==> src/hw/rtl/fba_pkg.sv <==
package fba_pkg;

  localparam int MAX_BLOCK_COLS = 64;
  localparam int COL_W          = $clog2(MAX_BLOCK_COLS);
  localparam int SAMPLE_W       = 16;
  localparam int SUM_W          = 32;
  localparam int DEN_W          = 17;
  localparam int CFG_IDX_W      = 2;
  localparam int CFG_DATA_W     = 13;

  localparam logic [CFG_IDX_W-1:0] CFG_FRAME_WIDTH  = 2'd0;
  localparam logic [CFG_IDX_W-1:0] CFG_FRAME_HEIGHT = 2'd1;
  localparam logic [CFG_IDX_W-1:0] CFG_BLOCK_SIZE   = 2'd2;

  typedef struct packed {
    logic signed [SAMPLE_W-1:0] flow_x;
    logic signed [SAMPLE_W-1:0] flow_y;
  } in_word_t;

  typedef struct packed {
    logic signed [15:0] avg_x;
    logic signed [15:0] avg_y;
    logic [5:0]         block_col;
    logic [11:0]        block_row;
    logic               last;
  } out_word_t;

  // divider handshake
  typedef struct packed {
    logic start;
    logic done;
  } div_ctl_t;

  function automatic logic signed [15:0] sat16(input logic neg, input logic [SUM_W-1:0] q);
    logic signed [15:0] r;
    if (!neg) begin
      r = (q > 32'd32767) ? 16'sh7fff : q[15:0];
    end else begin
      r = (q > 32'd32768) ? 16'sh8000 : 16'(-q[15:0]);
    end
    return r;
  endfunction

endpackage

==> src/hw/rtl/fba_div.sv <==
module fba_div (
  input  logic                     clk,
  input  logic                     rst,
  input  logic                     start,
  input  logic [fba_pkg::SUM_W-1:0] num,
  input  logic [fba_pkg::DEN_W-1:0] den,
  output logic                     done,
  output logic [fba_pkg::SUM_W-1:0] quo
);
  import fba_pkg::*;

  logic             busy;
  logic [5:0]       step;
  logic [DEN_W-1:0] rem;
  logic [DEN_W-1:0] dreg;
  logic [DEN_W:0]   shifted;
  logic             fits;

  assign shifted = {rem, quo[SUM_W-1]};
  assign fits    = shifted >= {1'b0, dreg};

  always_ff @(posedge clk) begin
    if (rst) begin
      busy <= 1'b0;
      done <= 1'b0;
      step <= '0;
    end else begin
      done <= 1'b0;
      if (start) begin
        busy <= 1'b1;
        step <= '0;
        rem  <= '0;
        quo  <= num;
        dreg <= den;
      end else if (busy) begin
        rem  <= fits ? DEN_W'(shifted - {1'b0, dreg}) : shifted[DEN_W-1:0];
        quo  <= {quo[SUM_W-2:0], fits};
        step <= step + 6'd1;
        if (step == 6'(SUM_W - 1)) begin
          busy <= 1'b0;
          done <= 1'b1;
        end
      end
    end
  end

endmodule

==> config.mk <==
export PLATFORM = sky130hd
export DESIGN_NAME = fba_div
export DESIGN_NICKNAME = d
export VERILOG_FILES = /design/src/hw/rtl/fba_pkg.sv /design/src/hw/rtl/fba_div.sv
export SDC_FILE = /design/constraint.sdc
export NUM_CORES = 1
export LEC_CHECK = 0
export ABC_AREA = 1
export BUFFER_PORTS_ARGS = -buffer_cell sky130_fd_sc_hd__buf_2
export CAP_MARGIN = 20
export CORE_MARGIN = 2
export CORE_UTILIZATION = 50
export DETAILED_ROUTE_END_ITERATION = 8
export HOLD_SLACK_MARGIN = 0.05
export PLACE_DENSITY = 0.79
export SLEW_MARGIN = 5
export SYNTH_ARGS = -nofsm -noshare
export SYNTH_HDL_FRONTEND = slang
export SYNTH_SLANG_ARGS = --single-unit
export TNS_END_PERCENT = 50
==> constraint.sdc <==
create_clock -name clk -period 3.46 [get_ports clk]
set_input_delay 0.346 -clock clk [delete_from_list [all_inputs] [get_ports clk]]
set_output_delay 0.346 -clock clk [all_outputs]
set_load 0.005 [all_outputs]
Word level (Yosys, flattened, before mapping)
Cells that the tools add are included.
{"block": "totals", "reg_bits": 74, "inputBits": 52, "out_inout_bits": 33, "word_cells": 25}
{"block": "op_classes", "addsub": 2, "magnitude_cmp": 1, "n_eq_ne": 1, "mux": 8, "bitwise_logic": 2, "n_reduce_logical": 5}
{"op": "$mux 32", "count": 2}
{"op": "$mux 17", "count": 2}
{"op": "$ge 18x17->1", "count": 1}
{"op": "$sub 17x17->17", "count": 1}
{"op": "$add 6x1->6 const B", "count": 1}
{"op": "$eq 6x5->1 const B", "count": 1}
{"op": "$mux 1", "count": 4}
{"op": "$reduce_and 2->1", "count": 2}
{"op": "$reduce_or 3->1", "count": 1}
{"op": "$not 1->1", "count": 2}
{"op": "$reduce_bool 2->1", "count": 1}
{"op": "$reduce_or 2->1", "count": 1}

Longest topological paths before layout
Gate-level depths: netlist of run 1.
{"block": "depth", "ltp_word": 4, "depth_mapped": 14}

Worst setup path before layout of run 1
No wires, ideal clock.
{"block": "synth_path", "kind": "input to register", "startpoint": "input port start", "endpoint": "register quo[0] (netlist bit) (enable)", "arrival_time_ns": 3.162, "setup_slack_ns": -0.176, "cell_stages": 3, "n_path_buf": 1, "cell_sequence": "clkbuf_1 > inv_1 > a21oi_1"}
{"block": "synth_via", "elab_chain_len": 2}
{"element": "from (decl)", "line_no": "fba_div.sv:4", "text": "input logic start,"}
{"element": "$reduce_bool 2->1 (no source line)"}
{"element": "$reduce_and 2->1 (no source line)"}
{"element": "to (signal assigned)", "line_no": "fba_div.sv:33", "text": "quo <= num;"}
{"element": "to (signal assigned)", "line_no": "fba_div.sv:37", "text": "quo <= {quo[SUM_W-2:0], fits};"}
{"element": "to (decl)", "line_no": "fba_div.sv:8", "text": "output logic [fba_pkg::SUM_W-1:0] quo"}
Every way passes these cells.
A chain may end at the register's enable or synchronous reset.

Worst setup path in the final report of run 1
{"block": "layout_path", "startpoint": "register rem[6]", "endpoint": "register rem[2] (data pin)"}
{"block": "layout_via", "elab_chain_len": 3}
{"element": "from (decl)", "line_no": "fba_div.sv:14", "text": "logic [DEN_W-1:0] rem;"}
{"element": "from (signal assigned)", "line_no": "fba_div.sv:36", "text": "rem <= fits ? DEN_W'(shifted - {1'b0, dreg}) : shifted[DEN_W-1:0];"}
{"element": "$ge 18x17->1", "line_no": "fba_div.sv:20", "text": "assign fits = shifted >= {1'b0, dreg};"}
{"element": "$mux 17", "line_no": "fba_div.sv:36"}
{"element": "$mux 17", "line_no": "fba_div.sv:35", "text": "end else if (busy) begin"}
Every way passes these cells. The select of a mux whose other input is x is not followed.

==> results of run 1 <==
-- stage by stage --
stage	total power (uW)	instance area, sq um	util (%)	setup WS, ns
after floorplan	1459	4129	-	0.9346
after global placement	1590	4673	57.75	1.297
after detailed placement	1601	4673	57.75	1.225
after CTS	2386	4905	60.61	1.182
after global routing	2496	4905	60.61	1.001
final	2383	4905	60.61	1.173
-- area by class of cell --
cell class / count / share of cell area, %
sequential: 74 / 43.67
multi-input combinational: 347 / 34.36
timing repair buffer: 88 / 9.439
inverter: 67 / 5.128
clock buffer: 10 / 2.806
tap: 105 / 2.679
clock inverter: 6 / 1.913
-- kinds of logic after synthesis --
logic type               after synthesis  share of synthesized area [%]
AND/OR/NAND/NOR                      283                          28.18
buffers and inverters                 78                          7.492
flip-flops                            74                          51.93
AO/OA/AOI/OAI                         36                          4.550
adder cells (fa/ha/maj)               19                          5.945
XOR/XNOR                               9                          1.911
-- worst paths after layout --
path,startpoint,endpoint,cells after the start
hold reg to reg,step[5],step[5],2
hold / removal,den[14],dreg[14],1
setup / recovery,rem[6],rem[2],10
setup reg to reg,rem[6],rem[2],10
-- metal layers --
layer	global-route usage (%)	vias up	part of all wire [%]
met5	0	-	0
met4	9.179	0	1.6
met3	6.544	15	7.0
met2	39.24	142	49
met1	26.92	1584	42
li1	-	1772	-
-- power groups by stage --
stage	clock network, uW	logic (uW)	registers [uW]
after detailed placement	0	496	1100
after CTS	796	502	1090
after global routing	829	572	1100
after floorplan	0	357	1100
after global placement	0	486	1100
final	791	504	1090
-- sequential cells by signal, summed over array words and instances, names as in the netlist --
register,count
busy,1
done,1
dreg,17
quo,32
rem,17
step,6
-- cell usage after synthesis --
master,number
nand2_4,1
nor2_2,4
a31oi_1,2
o21a_1,1
nor2_1,55
o21bai_1,1
inv_2,1
xnor2_1,2
edfxtp_1,66
nand3b_1,2
ha_1,18
nand2_1,184
nand2_2,5
fa_1,1
o21ai_1,13
clkbuf_1,8
nor3b_1,2
xor2_1,7
dfxtp_1,8
inv_1,66
nor3_2,1
nand4_1,3
and2_1,1
nand3_2,1
buf_6,2
o21ai_0,5
nand3_1,18
nor3_1,4
buf_2,1
nor4_1,1
or2_1,1
a21oi_1,14
==> impl_metrics.py, run 1 <==
metrics = {
    "power": {
        "p_int_uw": 1675,
        "clkPwrFrac_pct": 33.2,
        "p_seq_share_pct": 45.7,
        "p_leak_uw": 0.002431,
        "p_per_area_nw_per_um2": 485.9,
        "switching_share_pct": 29.72,
        "irDropWorstVdd_mv": 0.3288,
        "power.net_switching_uw": 708.4,
        "comb_power_share_pct": 21.2,
    },
    "sta": {
        "fin_crit_ns": 2.287,
        "final.setup.tns_ns": 0,
        "slew_viol_final": 0,
        "finalHoldViolCount": 0,
        "tightest_slew_ns": 0.6983,
        "rsz0062_at_grt": "false",
        "fmax_mhz": 437.3,
        "holdWs_ns": 0.1585,
        "slew_headroom_pct": 53.34,
        "period_share_pct": 66.09,
        "finClkSkew_ns": 0.01599,
        "setup_viol": 0,
    },
    "setup_path": {
        "end_kind": "flop",
        "cp_common_cell": "nor2_1",
        "critPathBufInv": 1,
        "r2r_slack_ns": 1.17,
        "path_cells": "ha_1, nand2_1, nor2_1, nand3b_1, nor2_2, nor2_2, nand2_4, inv_2, nor2_1, nor2_1",
        "worstPathRequired_ns": 3.56,
        "critPathMaxStageDelay_ns": 0.42,
        "critPathMaxFanout": 26,
        "slowest_stage": "edfxtp_1",
        "crit_arrival_ns": 2.38,
        "setup.worst_path.class": "flop to flop",
        "crit_family": "simple AND/OR/NAND/NOR gates",
        "crit_path_start_kind": "flop",
    },
    "drt": {
        "dr.pass1.iters": 4,
        "wl_um": 9579,
        "drc": 0,
        "wire_per_inst_um": 13.74,
        "detail-route-antenna-nets": 0,
        "vias": 3513,
        "drt_iter0_markers": 164,
        "viasPerCell": 5.040,
    },
    "logic_synthesis": {
        "synthTopCellsByArea": "edfxtp_1, nand2_1, inv_1, ha_1, nor2_1",
        "synth_top_area_share_pct": 48.04,
        "synthCells": 499,
        "ys_ff_latch": 74,
        "ys_seq_area_share_pct": 51.93,
        "synth.avg_cell_area_sq_um": 8.267,
        "synth_fp_nets": 570,
        "synth_area_sq_um": 4125,
        "ys_types": 32,
        "ys.warnings.count": 0,
        "synth_top_area_cell": "edfxtp_1",
    },
    "clock_tree": {
        "postCtsHoldBufs": 0,
        "cts_sinks": 74,
        "cts_resized": 0,
        "cts_buffer_depth": 2,
        "clk_pin_slew_ns": 0.09,
        "post_cts_buffers": 0,
        "insertion_delay_ns": 0.36,
        "htree_levels": 3,
        "clockRootBuffer": "clkbuf_8",
        "cts_tree": "built",
        "cts_buffers": 9,
    },
    "place": {
        "dp_cells": 681,
        "finalWeightedCongestion": 0.9563,
        "dp_hpwl_um": 6621,
        "portBuffers": 84,
    },
    "die": {
        "die_h_um": 94.83,
        "die-area_sq_um": 8993,
        "ios": 85,
        "rows": 33,
        "start_util_pct": 50.97,
        "die_w_um": 94.83,
        "coreArea_sq_um": 8093,
    },
    "layout": {
        "final_cell_mix": "nand2_1, buf_2, inv_1, edfxtp_1, nor2_1",
        "multiInputGateArea_sq_um": 1685,
        "diodes": 0,
        "drive_above_1_share_pct": 19.93,
        "nets": 658,
        "final_common_cell": "nand2_1",
        "regArea_sq_um": 2142,
        "area_growth_pct": 18.90,
        "finalNonFillerCells": 697,
        "nFillCells": 703,
    },
    "global_route": {
        "grt_overflow_total": 0,
        "grt_max_degree": 50,
        "grt_pass1_vias": 3512,
        "grtUsageTotal_pct": 22.85,
        "antenna_found_initial": 0,
        "grt_pass1_wl_um": 15770,
    },
    "worst_hold_path": {
        "hold_class": "input port to flop",
    },
    "status": {
        "outcome": "complete, no violations",
    },
    "job": {
        "max_cap_viol_count": 0,
    },
}
Note: power is estimated with default switching activity, not from simulation.
==> run 2: changes to the inputs <==
Settings changed: ABC_AREA 1 to 0, PLACE_DENSITY 0.79 to 0.76.
Clock period 3.46 ns to 2.2 ns, I/O delays scaled along.
==> impl_metrics.py, run 2 <==
metrics = {
    "global_route": {
        "antenna_found_initial": 0,
        "grt_max_degree": 49,
        "grt_overflow_total": 0,
        "grt_pass1_vias": 3236,
        "grt_pass1_wl_um": 14980,
        "grtUsageTotal_pct": 22.36,
    },
    "setup_path": {
        "end_kind": "flop",
        "crit_path_start_kind": "flop",
        "worstPathRequired_ns": 2.31,
        "critPathMaxFanout": 2,
        "crit_arrival_ns": 2.83,
        "setup.worst_path.class": "flop to flop",
        "r2r.worst_path.cells": 11,
    },
    "logic_synthesis": {
        "synth_top_area_cell": "edfxtp_1",
        "ys_ff_latch": 74,
        "ys_types": 51,
        "ys_async_sr_fraction_pct": 0,
        "synth-main-ff-cell": "edfxtp_1",
        "synth_area_sq_um": 4020,
        "ys.warnings.count": 0,
        "synthTopCellsByArea": "edfxtp_1, mux2_2, ha_1, dfxtp_1, nor2_1",
        "synth_edf_count": 66,
        "ys_seq_area_share_pct": 53.28,
        "synth_top_area_share_pct": 49.30,
        "synth.avg_cell_area_sq_um": 12.07,
        "synth_fp_nets": 404,
        "synthTopCellsByCount": "edfxtp_1, mux2_2, nor2_1",
        "synthCells": 333,
        "synth.most_common_cell": "edfxtp_1",
    },
    "layout": {
        "area_growth_pct": 35.82,
        "top_regs": "quo (32), dreg (17), rem (17)",
        "nFillCells": 571,
        "finalNonFillerCells": 604,
        "largest_reg_flops": 32,
        "regArea_sq_um": 2142,
        "diodes": 0,
        "nets": 568,
        "final_common_cell": "buf_2",
        "final_cell_mix": "buf_2, edfxtp_1, buf_4",
        "registers.top_by_ff_count": "quo",
        "drive_above_1_share_pct": 44.02,
        "multiInputGateArea_sq_um": 1758,
    },
    "sta": {
        "holdWs_ns": 0.1521,
        "period_share_pct": 123.5,
        "final.setup.tns_ns": -8.117,
        "tightest_slew_ns": 0.5036,
        "setup_viol": 18,
        "fmax_mhz": 368.1,
        "rsz0062_at_grt": "true",
        "slew_headroom_pct": 66.07,
        "fin_crit_ns": 2.716,
        "slew_viol_final": 0,
        "finalHoldViolCount": 0,
        "worst_slack_ns": -0.5164,
        "finClkSkew_ns": 0.01522,
    },
    "clock_tree": {
        "cts_buffer_depth": 2,
        "htree_levels": 3,
        "clk_pin_slew_ns": 0.09,
        "cts_tree": "built",
        "insertion_delay_ns": 0.36,
        "clockRootBuffer": "clkbuf_8",
        "cts_buffers": 9,
        "cts_sinks": 74,
    },
    "place": {
        "dp_cells": 565,
        "dp_hpwl_um": 6905,
        "finalWeightedCongestion": 0.8562,
        "portBuffers": 84,
        "dp_slack_ns": -0.5577,
    },
    "die": {
        "die_h_um": 93.67,
        "die_w_um": 93.67,
        "start_util_pct": 51.76,
        "ios": 85,
        "coreArea_sq_um": 7767,
        "die-area_sq_um": 8773,
        "rows": 32,
    },
    "drt": {
        "drc": 0,
        "met3_length_um": 415,
        "top_layer_used": "met4",
        "wl_met1_um": 4015,
        "wl_um": 9654,
        "dr.pass1.iters": 4,
        "detail-route-antenna-nets": 0,
        "vias": 3266,
        "viasPerCell": 5.407,
        "wire_per_inst_um": 15.98,
        "met2_length_um": 4988,
        "drt_iter0_markers": 263,
    },
    "status": {
        "violations": "negative setup slack",
        "outcome": "finished, violations left",
    },
    "power": {
        "irDropWorstVdd_mv": 0.4140,
        "power_uw": 3908,
        "p_leak_uw": 0.002347,
        "p_per_area_nw_per_um2": 715.6,
    },
    "worst_hold_path": {
        "hold_class": "input port to flop",
        "worstHoldPathCells": 2,
    },
    "job": {
        "max_cap_viol_count": 0,
    },
}
run 2: cell type report:
class                           count  share of cell area, %
Sequential cell                    74                  39.23
Multi-Input combinational cell    220                  32.20
Clock buffer                       10                  2.337
Inverter                           24                  1.650
Clock inverter                      6                  1.237
Tap cell                          102                  2.337
Timing Repair Buffer              168                  21.01
run 2: worst paths after layout:
kind / slack [ns] / end / start
max: -0.52 / rem[12] / quo[31]
min: 0.15 / quo[17] / num[17]
max reg2reg: -0.52 / rem[12] / quo[31]
min reg2reg: 0.48 / done / step[5]
run 2: worst max-delay path, stage by stage (launching register included):
cell and delay, ns:
edfxtp_1 0.42, inv_1 0.10, ha_2 0.19, inv_2 0.04, fa_2 0.33, a21o_1 0.18, a221o_2 0.37, a311oi_4 0.27
buf_4 0.17, o21a_1 0.12, xor2_1 0.18, a211oi_2 0.09
run 2: power by group:
part | internal [uW] | leakage, uW | switching (uW)
logic | 596 | 0.00156 | 530
clock network | 526 | 0.0000925 | 545
registers | 1660 | 0.000695 | 49.7
total | 2780 | 0.00235 | 1130
run 2: kinds of logic after synthesis:
logic type               after synthesis  synth area share, %
AO/OA/AOI/OAI                         66                12.51
XOR/XNOR                              12                2.614
adder cells (fa/ha/maj)               19                6.100
buffers and inverters                 39                4.015
flip-flops                            74                53.28
multiplexers                          42                11.58
AND/OR/NAND/NOR                       81                9.897
run 2: per-layer routing:
metal,vias to the layer above,global-route usage (%)
met3,21,4.093
met2,97,37.65
met1,1572,27.39
met5,-,0
li1,1576,-
met4,0,11.84
run 2: through the flow:
| step | util, % | instance area, sq um |
|---|---|---|
| detailed placement | 64.45 | 5006 |
| global route | 70.30 | 5460 |
| floorplan | - | 4034 |
| CTS | 69.80 | 5421 |
| finish | 70.30 | 5460 |
| global placement | 64.45 | 5006 |
run 2: what timing repair did:
| action | 4_1_cts | 5_1_grt |
|---|---|---|
| gates resized for setup | 10 | 2 |
| endpoints found under the setup margin | 18 | 18 |
| setup buffers | 3 | 3 |
| endpoints found under the hold margin | 17 | 0 |
| pin swaps | 7 | 4 |
| hold buffers | 17 | 0 |
